[config.mk]
export PLATFORM = sky130hd
export DESIGN_NAME = utf8_stream_sanitizer
export DESIGN_NICKNAME = d
export VERILOG_FILES = /design/src/hdl/utf8s_pkg.sv /design/src/hdl/utf8s_core.sv /design/src/hdl/utf8s_out.sv /design/src/hdl/utf8_stream_sanitizer.sv
export SDC_FILE = /design/constraint.sdc
export NUM_CORES = 1
export LEC_CHECK = 0
export BUFFER_PORTS_ARGS = -buffer_cell sky130_fd_sc_hd__buf_2
export CAP_MARGIN = 20
export CORE_UTILIZATION = 55
export DETAILED_ROUTE_END_ITERATION = 12
export PLACE_DENSITY = 0.75
export SLEW_MARGIN = 20
export SYNTH_ARGS = -nofsm -noshare
export SYNTH_HDL_FRONTEND = slang
export SYNTH_SLANG_ARGS = --single-unit
[constraint.sdc]
create_clock -name clock -period 5.4 [get_ports clock]
set_input_delay 1.62 -clock clock [delete_from_list [all_inputs] [get_ports clock]]
set_output_delay 1.62 -clock clock [all_outputs]
set_load 0.01 [all_outputs]
[src/hdl/utf8s_pkg.sv]
package utf8s_pkg;

   localparam logic [7:0] SUB_CHAR   = 8'h3F;
   localparam int         HOLD_DEPTH = 3;
   localparam int         GROUP_MAX  = 4;

   typedef struct packed {
      logic [7:0] in_byte;
      logic       is_final;
   } req_type;

   typedef struct packed {
      logic [7:0] out_byte;
      logic       run_last;
      logic       string_end;
   } rsp_type;

   // Result bytes caused by one input transfer, oldest in entry 0
   typedef struct packed {
      logic [GROUP_MAX-1:0][7:0] bytes;
      logic [2:0]                count;
      logic                      fin;
   } group_type;

   function automatic logic [2:0] lead_length(input logic [7:0] b);
      logic [2:0] len;
      len = 3'd0;
      if ((b & 8'hE0) == 8'hC0) begin
         len = 3'd2;
      end else if ((b & 8'hF0) == 8'hE0) begin
         len = 3'd3;
      end else if ((b & 8'hF8) == 8'hF0) begin
         len = 3'd4;
      end
      return len;
   endfunction

endpackage

[src/hdl/utf8s_core.sv]
module utf8s_core (
   input  logic                clock,
   input  logic                reset,
   input  logic                accept,
   input  utf8s_pkg::req_type  req,
   output utf8s_pkg::group_type grp
);

   logic [7:0] pending_ff [utf8s_pkg::HOLD_DEPTH];
   logic [1:0] count_ff;
   logic [1:0] count_in;
   logic [2:0] seq_len_ff;
   logic [2:0] seq_len_in;
   logic       write_en;
   logic [1:0] write_idx;

   logic [7:0] b;
   logic       fin;
   logic       cont;
   logic       holding;
   logic [2:0] lead_len;
   logic [2:0] cnt_ext;
   logic [2:0] pre;
   logic [7:0] tail;
   logic       tail_held;

   assign b        = req.in_byte;
   assign fin      = req.is_final;
   assign cont     = (b[7:6] == 2'b10);
   assign holding  = (seq_len_ff != 3'd0);
   assign lead_len = utf8s_pkg::lead_length(b);
   assign cnt_ext  = {1'b0, count_ff};

   always_comb begin
      grp.fin    = fin;
      grp.count  = 3'd0;
      grp.bytes  = {utf8s_pkg::GROUP_MAX{utf8s_pkg::SUB_CHAR}};
      count_in   = count_ff;
      seq_len_in = seq_len_ff;
      write_en   = 1'b0;
      write_idx  = count_ff;
      pre        = 3'd0;
      tail       = b;
      tail_held  = 1'b0;
      if (holding && cont) begin
         if (cnt_ext + 3'd1 == seq_len_ff) begin
            // complete sequence: replay held bytes, then this one
            for (int i = 0; i < utf8s_pkg::HOLD_DEPTH; i++) begin
               if (3'(i) < cnt_ext) begin
                  grp.bytes[i] = pending_ff[i];
               end else begin
                  grp.bytes[i] = b;
               end
            end
            grp.bytes[utf8s_pkg::GROUP_MAX-1] = b;
            grp.count  = cnt_ext + 3'd1;
            count_in   = 2'd0;
            seq_len_in = 3'd0;
         end else if (fin || count_ff == 2'd3) begin
            grp.count  = cnt_ext + 3'd1;
            count_in   = 2'd0;
            seq_len_in = 3'd0;
         end else begin
            write_en  = 1'b1;
            write_idx = count_ff;
            count_in  = count_ff + 2'd1;
         end
      end else begin
         // held bytes of a broken sequence become replacements
         if (holding) begin
            pre = cnt_ext;
         end
         count_in   = 2'd0;
         seq_len_in = 3'd0;
         if (b[7] == 1'b0) begin
            tail = b;
         end else if (lead_len != 3'd0 && !fin) begin
            tail_held  = 1'b1;
            write_en   = 1'b1;
            write_idx  = 2'd0;
            count_in   = 2'd1;
            seq_len_in = lead_len;
         end else begin
            tail = utf8s_pkg::SUB_CHAR;
         end
         for (int i = 0; i < utf8s_pkg::GROUP_MAX; i++) begin
            if (3'(i) == pre) begin
               grp.bytes[i] = tail;
            end
         end
         grp.count = tail_held ? pre : pre + 3'd1;
      end
      if (fin) begin
         count_in   = 2'd0;
         seq_len_in = 3'd0;
      end
   end

   always_ff @(posedge clock) begin
      if (reset) begin
         count_ff   <= 2'd0;
         seq_len_ff <= 3'd0;
      end else if (accept) begin
         count_ff   <= count_in;
         seq_len_ff <= seq_len_in;
      end
   end

   always_ff @(posedge clock) begin
      if (accept && write_en) begin
         pending_ff[write_idx] <= b;
      end
   end

endmodule

[src/hdl/utf8s_out.sv]
module utf8s_out (
   input  logic                 clock,
   input  logic                 reset,
   input  logic                 load,
   input  utf8s_pkg::group_type grp,
   output logic                 load_ok,
   output logic                 rsp_valid,
   input  logic                 rsp_stall,
   output utf8s_pkg::rsp_type   rsp_data
);

   utf8s_pkg::group_type group_ff;
   logic [2:0]           left_ff;
   logic [2:0]           left_in;
   logic [1:0]           idx_ff;
   logic [1:0]           idx_in;
   logic                 last;
   logic                 xfer;

   assign rsp_valid = (left_ff != 3'd0);
   assign last      = (left_ff == 3'd1);
   assign xfer      = rsp_valid && !rsp_stall;
   assign load_ok   = !rsp_valid || (last && !rsp_stall);

   assign rsp_data.out_byte   = group_ff.bytes[idx_ff];
   assign rsp_data.run_last   = last;
   assign rsp_data.string_end = last && group_ff.fin;

   always_comb begin
      left_in = left_ff;
      idx_in  = idx_ff;
      if (xfer) begin
         left_in = left_ff - 3'd1;
         idx_in  = idx_ff + 2'd1;
      end
      // take a new group once the old one drains
      if (load && grp.count != 3'd0) begin
         left_in = grp.count;
         idx_in  = 2'd0;
      end
   end

   always_ff @(posedge clock) begin
      if (reset) begin
         left_ff <= 3'd0;
         idx_ff  <= 2'd0;
      end else begin
         left_ff <= left_in;
         idx_ff  <= idx_in;
      end
   end

   always_ff @(posedge clock) begin
      if (load && grp.count != 3'd0) begin
         group_ff <= grp;
      end
   end

endmodule

[src/hdl/utf8_stream_sanitizer.sv]
// Channel  | Direction | Ports                           | Carries
// request  | in        | req_valid, req_stall, req_data  | one text byte and end-of-string flag
// response | out       | rsp_valid, rsp_stall, rsp_data  | one sanitized byte with run/end marks
//
// A byte is decoded in the cycle it transfers; its results appear one per cycle,
// while the response side does not stall, from the next cycle on. An input causes
// 0 to 4 results; the output serializer sets the rate: one byte per cycle unless stalled.
// The request side stalls only while a multi-byte group is still draining or
// the response side stalls on the last byte of a group.
// Reset (synchronous) drops any held sequence and any undelivered results.
module utf8_stream_sanitizer (
   input  logic               clock,
   input  logic               reset,
   input  logic               req_valid,
   output logic               req_stall,
   input  utf8s_pkg::req_type req_data,
   output logic               rsp_valid,
   input  logic               rsp_stall,
   output utf8s_pkg::rsp_type rsp_data
);

   utf8s_pkg::group_type grp;
   logic                 load_ok;
   logic                 accept;

   assign req_stall = !load_ok;
   assign accept    = req_valid && load_ok;

   utf8s_core u_core (
      .clock  (clock),
      .reset  (reset),
      .accept (accept),
      .req    (req_data),
      .grp    (grp)
   );

   utf8s_out u_out (
      .clock     (clock),
      .reset     (reset),
      .load      (accept),
      .grp       (grp),
      .load_ok   (load_ok),
      .rsp_valid (rsp_valid),
      .rsp_stall (rsp_stall),
      .rsp_data  (rsp_data)
   );

endmodule

Yosys cells after proc, flatten, opt, wreduce, memory -nomap -nowiden
Memories as Yosys holds them, arrays and structs flattened.
Index checks and enable logic that the tools add are counted.
{ "word_totals": {"reg_bits": 43, "ramBits": 24, "in_bits": 13, "output_inout_bits": 12, "mem_count": 1} }
{ "mem_list": {"columns": ["memory", "depth", "word_bits", "read_ports", "rd_ports_with_merged_regs", "write_ports", "line", "rtl"], "rows": [
  ["u_core.pending_ff", 3, 8, 3, 0, 1, "utf8s_core.sv:9", "logic [7:0] pending_ff [utf8s_pkg::HOLD_DEPTH];"]
]} }
{ "classes": {"addsub": 5, "n_lt_le_gt_ge": 4, "eq_ne": 11, "mux": 46, "n_reduce_logical": 22} }
{ "op_table": {"columns": ["operator", "count"], "rows": [
  ["8-bit 2-to-1 mux", 10],
  ["3-bit 2-to-1 mux", 15],
  ["35-bit 2-to-1 mux", 1],
  ["32-bit 2-to-1 mux", 1],
  ["2-bit 2-to-1 mux", 9],
  ["8-bit binary-select mux with 2-bit select", 1],
  ["3-bit nonzero test", 4],
  ["1-bit 2-to-1 mux", 9],
  ["1-bit logical AND", 8],
  ["2-bit by 3-bit == test with 1-bit output, first input constant", 2],
  ["5-bit == test, second input constant", 1],
  ["2-bit by 1-bit adder with 2-bit output, second input constant", 2],
  ["2-bit == test, second input constant", 2],
  ["4-bit == test, second input constant", 1],
  ["1-bit zero test", 4],
  ["1-bit by 2-bit less-than comparator with 1-bit output, first input constant", 2],
  ["4-bit != test, second input constant", 1],
  ["2-bit by 1-bit adder with 3-bit output, second input constant", 1],
  ["3-bit by 1-bit adder with 3-bit output, second input constant", 1],
  ["1-bit by 3-bit == test with 1-bit output, first input constant", 1],
  ["3-bit by 1-bit == test with 1-bit output, second input constant", 1],
  ["3-bit == test", 1],
  ["3-bit == test, second input constant", 1],
  ["3-bit zero test", 1],
  ["7 further kinds", 8]
]} }

Depth between registers and ports, before layout
{ "logic_depth": {"ltp_word": 14, "depth_mapped": 9, "depth_no_buf": 8} }

Hierarchy
Synthesis repeated with hierarchy kept, for this count alone.
{ "hier_totals": {"cells_unflattened": 248, "hier_area_um2": 3299.4} }
{ "by_module_without_submodules": {"columns": ["module", "n_inst", "cells_per_inst", "area_each_um2", "seq_area_each_um2"], "rows": [
  ["utf8s_core", 1, 160, 1747.9, 820.8],
  ["utf8s_out", 1, 86, 1541.5, 1091.0],
  ["utf8_stream_sanitizer", 1, 2, 10.0, 0.0]
]} }

Worst setup path before layout
OpenSTA, ideal clock, no wires.
{ "synth_timing": {"path_type": "in2reg", "from": "input port rsp_stall", "to": "memory u_core.pending_ff[2][0] (enable)", "t_arrival_ps": 3273, "slack_ps": 1730, "path_stages": 6, "cell_sequence": "inv_2 -> a21oi_1 -> or3b_1 -> buf_6 -> nor2_1 -> nor4b_1"} }
{ "synth_between": {"elab_chain_len": 7} }
{ "synth_rtl": {"columns": ["element", "line", "rtl"], "rows": [
  ["start, declared", "utf8_stream_sanitizer.sv:18", "input logic rsp_stall,"],
  ["1-bit zero test", "utf8s_out.sv:23", "assign load_ok = !rsp_valid || (last && !rsp_stall);"],
  ["1-bit logical AND", "utf8s_out.sv:23", null],
  ["1-bit logical OR", "utf8s_out.sv:23", null],
  ["1-bit logical AND", "utf8_stream_sanitizer.sv:27", "assign accept = req_valid && load_ok;"],
  ["1-bit logical AND", "utf8s_core.sv:110", "if (accept && write_en) begin"],
  ["1-bit 2-to-1 mux", "utf8s_core.sv:110", null],
  ["1-bit 2-to-1 mux (implied by the code)", "utf8s_core.sv:111", "pending_ff[write_idx] <= b;"],
  ["end, declared", "utf8s_core.sv:9", null]
]} }
No other way between the ends.

Worst setup path in the final report
{ "layout_timing": {"from": "input port rsp_stall", "to": "output port req_stall"} }
{ "layout_between": {"elab_chain_len": 4} }
{ "layout_rtl": {"columns": ["element", "line", "rtl"], "rows": [
  ["1-bit zero test", "utf8s_out.sv:23", null],
  ["1-bit logical AND", "utf8s_out.sv:23", null],
  ["1-bit logical OR", "utf8s_out.sv:23", null],
  ["1-bit zero test", "utf8_stream_sanitizer.sv:26", "assign req_stall = !load_ok;"],
  ["end, declared", "utf8_stream_sanitizer.sv:15", "output logic req_stall,"]
]} }
No other way between the ends.

==> flow_summary.ini <==
[clock_tree]
postCtsSetupBuffers = 0
root_buffer = clkbuf_8
clock-sinks = 67
cts_hold_repair.buffers = 0
cts_buffers = 9
clk_path_buf_depth = 2
clk_latency_ns = 0.33
htree_levels = 3
cts_tree = built
post_cts_resized = 0
clk_pin_slew_ns = 0.07

[critical_path]
cp_slowest_cell = buf_2
startpoint_type = input port
cp-end-kind = output pin
path_class = in -> out
worstPathArrival_ns = 2.03
required_ns = 3.78
cp_common_cell = buf_2
max_stage_delay_ns = 0.15
crit_path_cell_trace = buf_2 -> inv_2 -> a21boi_0 -> buf_2
worstPathMaxFanout = 6

[timing]
tightest_slew_ns = 0.936
setup_violations = 0
min_period_ns = 3.65
setup_tns_ns = 0
max_clock_freq_mhz = 274
hold_viol_final = 0
slew_headroom_pct = 37.4
clock_skew_ns = 0.00598
fin_crit_sh_pct = 67.6
slew_violations = 0
rsz0062_at_grt = no

[global_route]
grt_pass1_wl_um = 10100
grt_max_degree = 38
grtUsageTotal_pct = 22.6
grt_overflow = 0
first_global_vias = 1905
antenna_found_initial = 0

[floorplan]
start_util_pct = 57.8
core_area_um2 = 5570
ioPinCount = 25
die_w_um = 78.5
dieArea_um2 = 6170
rows = 27
die_h_um = 78.5

[worst_hold_path]
hold_class = reg -> reg

[route]
first_pass_iters = 4
routedWlPerCell_um = 18.3
drt_drc_violations_left = 0
viasPerCell = 5.97
vias = 2055
wirelength_um = 6280
drt-initial-drc-count = 197
antenna_left = 0

[synthesis]
synth_seq_cells = 67
synthCells = 241
async_flop_share_pct = 0
ys_warn_count = 0
ys.flop_type = edfxtp_1
syn_avg_cell_area_um2 = 13.4
synth_edf_count = 57
ys_types = 48
syn-cell-area_um2 = 3220
ys_seq_area_share_pct = 59.3
synth_nets = 264

[cells_and_area]
syn_to_final_growth_pct = 11.8
n_antenna_cell = 0
final_cell_mix = edfxtp_1 (57), buf_2 (24), o22a_1 (18)
fin_cells = 344
utilization_pct = 64.6
layout-drive-gt1-share_pct = 25.0
layout.nets = 290
mostFrequentLayoutCell = edfxtp_1
fill_cells = 431

[pwr]
irDropWorstVdd_v = 0.000258
total_power_mw = 1.15
p_leak_nw = 1.17
pwr_density_cell_nw_per_um2 = 320

[placement]
place_inst = 327
port_buffers = 24
gp_congestion = 0.885
dp_hpwl_um = 4390

[job]
cap_violations = 0

[outcome]
outcome = finished, final reports clean
-- critical path: cells and delay by family --
kind / cells / cell delay (ns)
AO/OA/AOI/OAI: 1 / 0.13
buffers and inverters: 3 / 0.28
-- area by class of cell --
cell class	instances	area, µm²	share of cell area, %
clock inverter	5	53.8	1.49
inverter	12	45.0	1.25
timing repair buffer	26	155	4.31
sequential	67	1910	53.1
multi-input combinational	151	1210	33.7
tap	72	90.1	2.50
clock buffer	11	131	3.65
-- stage by stage --
step / hold slack, ns / cell area, µm² / setup slack [ns]
after global placement: 0.537 / 3380 / 1.36
final: 0.557 / 3600 / 1.75
after global routing: 0.573 / 3600 / 1.68
after detailed placement: 0.537 / 3390 / 1.39
after floorplan: 0.521 / 3220 / 1.73
after CTS: 0.563 / 3570 / 1.74
-- state kept, by name, summed over array words and instances, names as in the netlist --
signal             count
u_out.group_ff        33
u_core.pending_ff     24
u_core.seq_len_ff      3
u_out.left_ff          3
u_core.count_ff        2
u_out.idx_ff           2
-- worst paths after layout --
check	startpoint	endpoint	slack [ns]	cells after the start
worst max-delay path	rsp_stall	req_stall	1.75	4
worst min-delay path	u_core.pending_ff[2][1]	u_out.group_ff[21]	0.56	1
worst max register to register	u_core.count_ff[0]	u_core.pending_ff[0][2]	2.30	7
worst min register to register	u_core.pending_ff[2][1]	u_out.group_ff[21]	0.56	1
-- report_power, final --
group          internal (mW)  switching, mW  leakage [nW]
Sequential             0.589         0.0135         0.553
Combinational         0.0685         0.0890         0.527
Clock                  0.211          0.181        0.0870
Total                  0.869          0.283          1.17
-- routing by layer --
layer | part of all wire (%) | vias up | GRT usage (%)
met4 | 2.7 | 0 | 10.4
met1 | 47 | 979 | 32.8
li1 | - | 974 | -
met2 | 43 | 89 | 30.9
met5 | 0 | - | 0
met3 | 7.8 | 13 | 6.98
-- cell families after synthesis --
kind of cell               count (synthesis)  synth area share, %
AOI/OAI and AO/OA                         54                 13.0
xor gates and xnor gates                   5                 1.36
adders and majority gates                 10                 3.88
buffers and inverters                     23                 3.15
DFF                                       67                 59.3
muxes                                     13                 7.53
and+or+nand+nor                           69                 11.7
-- Yosys cell counts, types with 4 or more instances --
cell / count / share of area, %
edfxtp_1: 57 / 53
o22a_1: 18 / 4.9
nand2_1: 15 / 1.7
nor2_1: 12 / 1.4
dfxtp_1: 10 / 6.2
ha_1: 10 / 3.9
inv_1: 10 / 1.2
a21oi_1: 9 / 1.4
mux4_2: 8 / 5.6
clkbuf_1: 7 / 0.82
or2_2: 7 / 1.4
nor3_1: 6 / 0.93
o21ai_0: 6 / 0.93
a31oi_1: 4 / 0.78
mux2i_1: 4 / 1.2
nand2b_1: 4 / 0.78
nand3_1: 4 / 0.62
or3_1: 4 / 0.78
(Power assumes the default switching activity.)
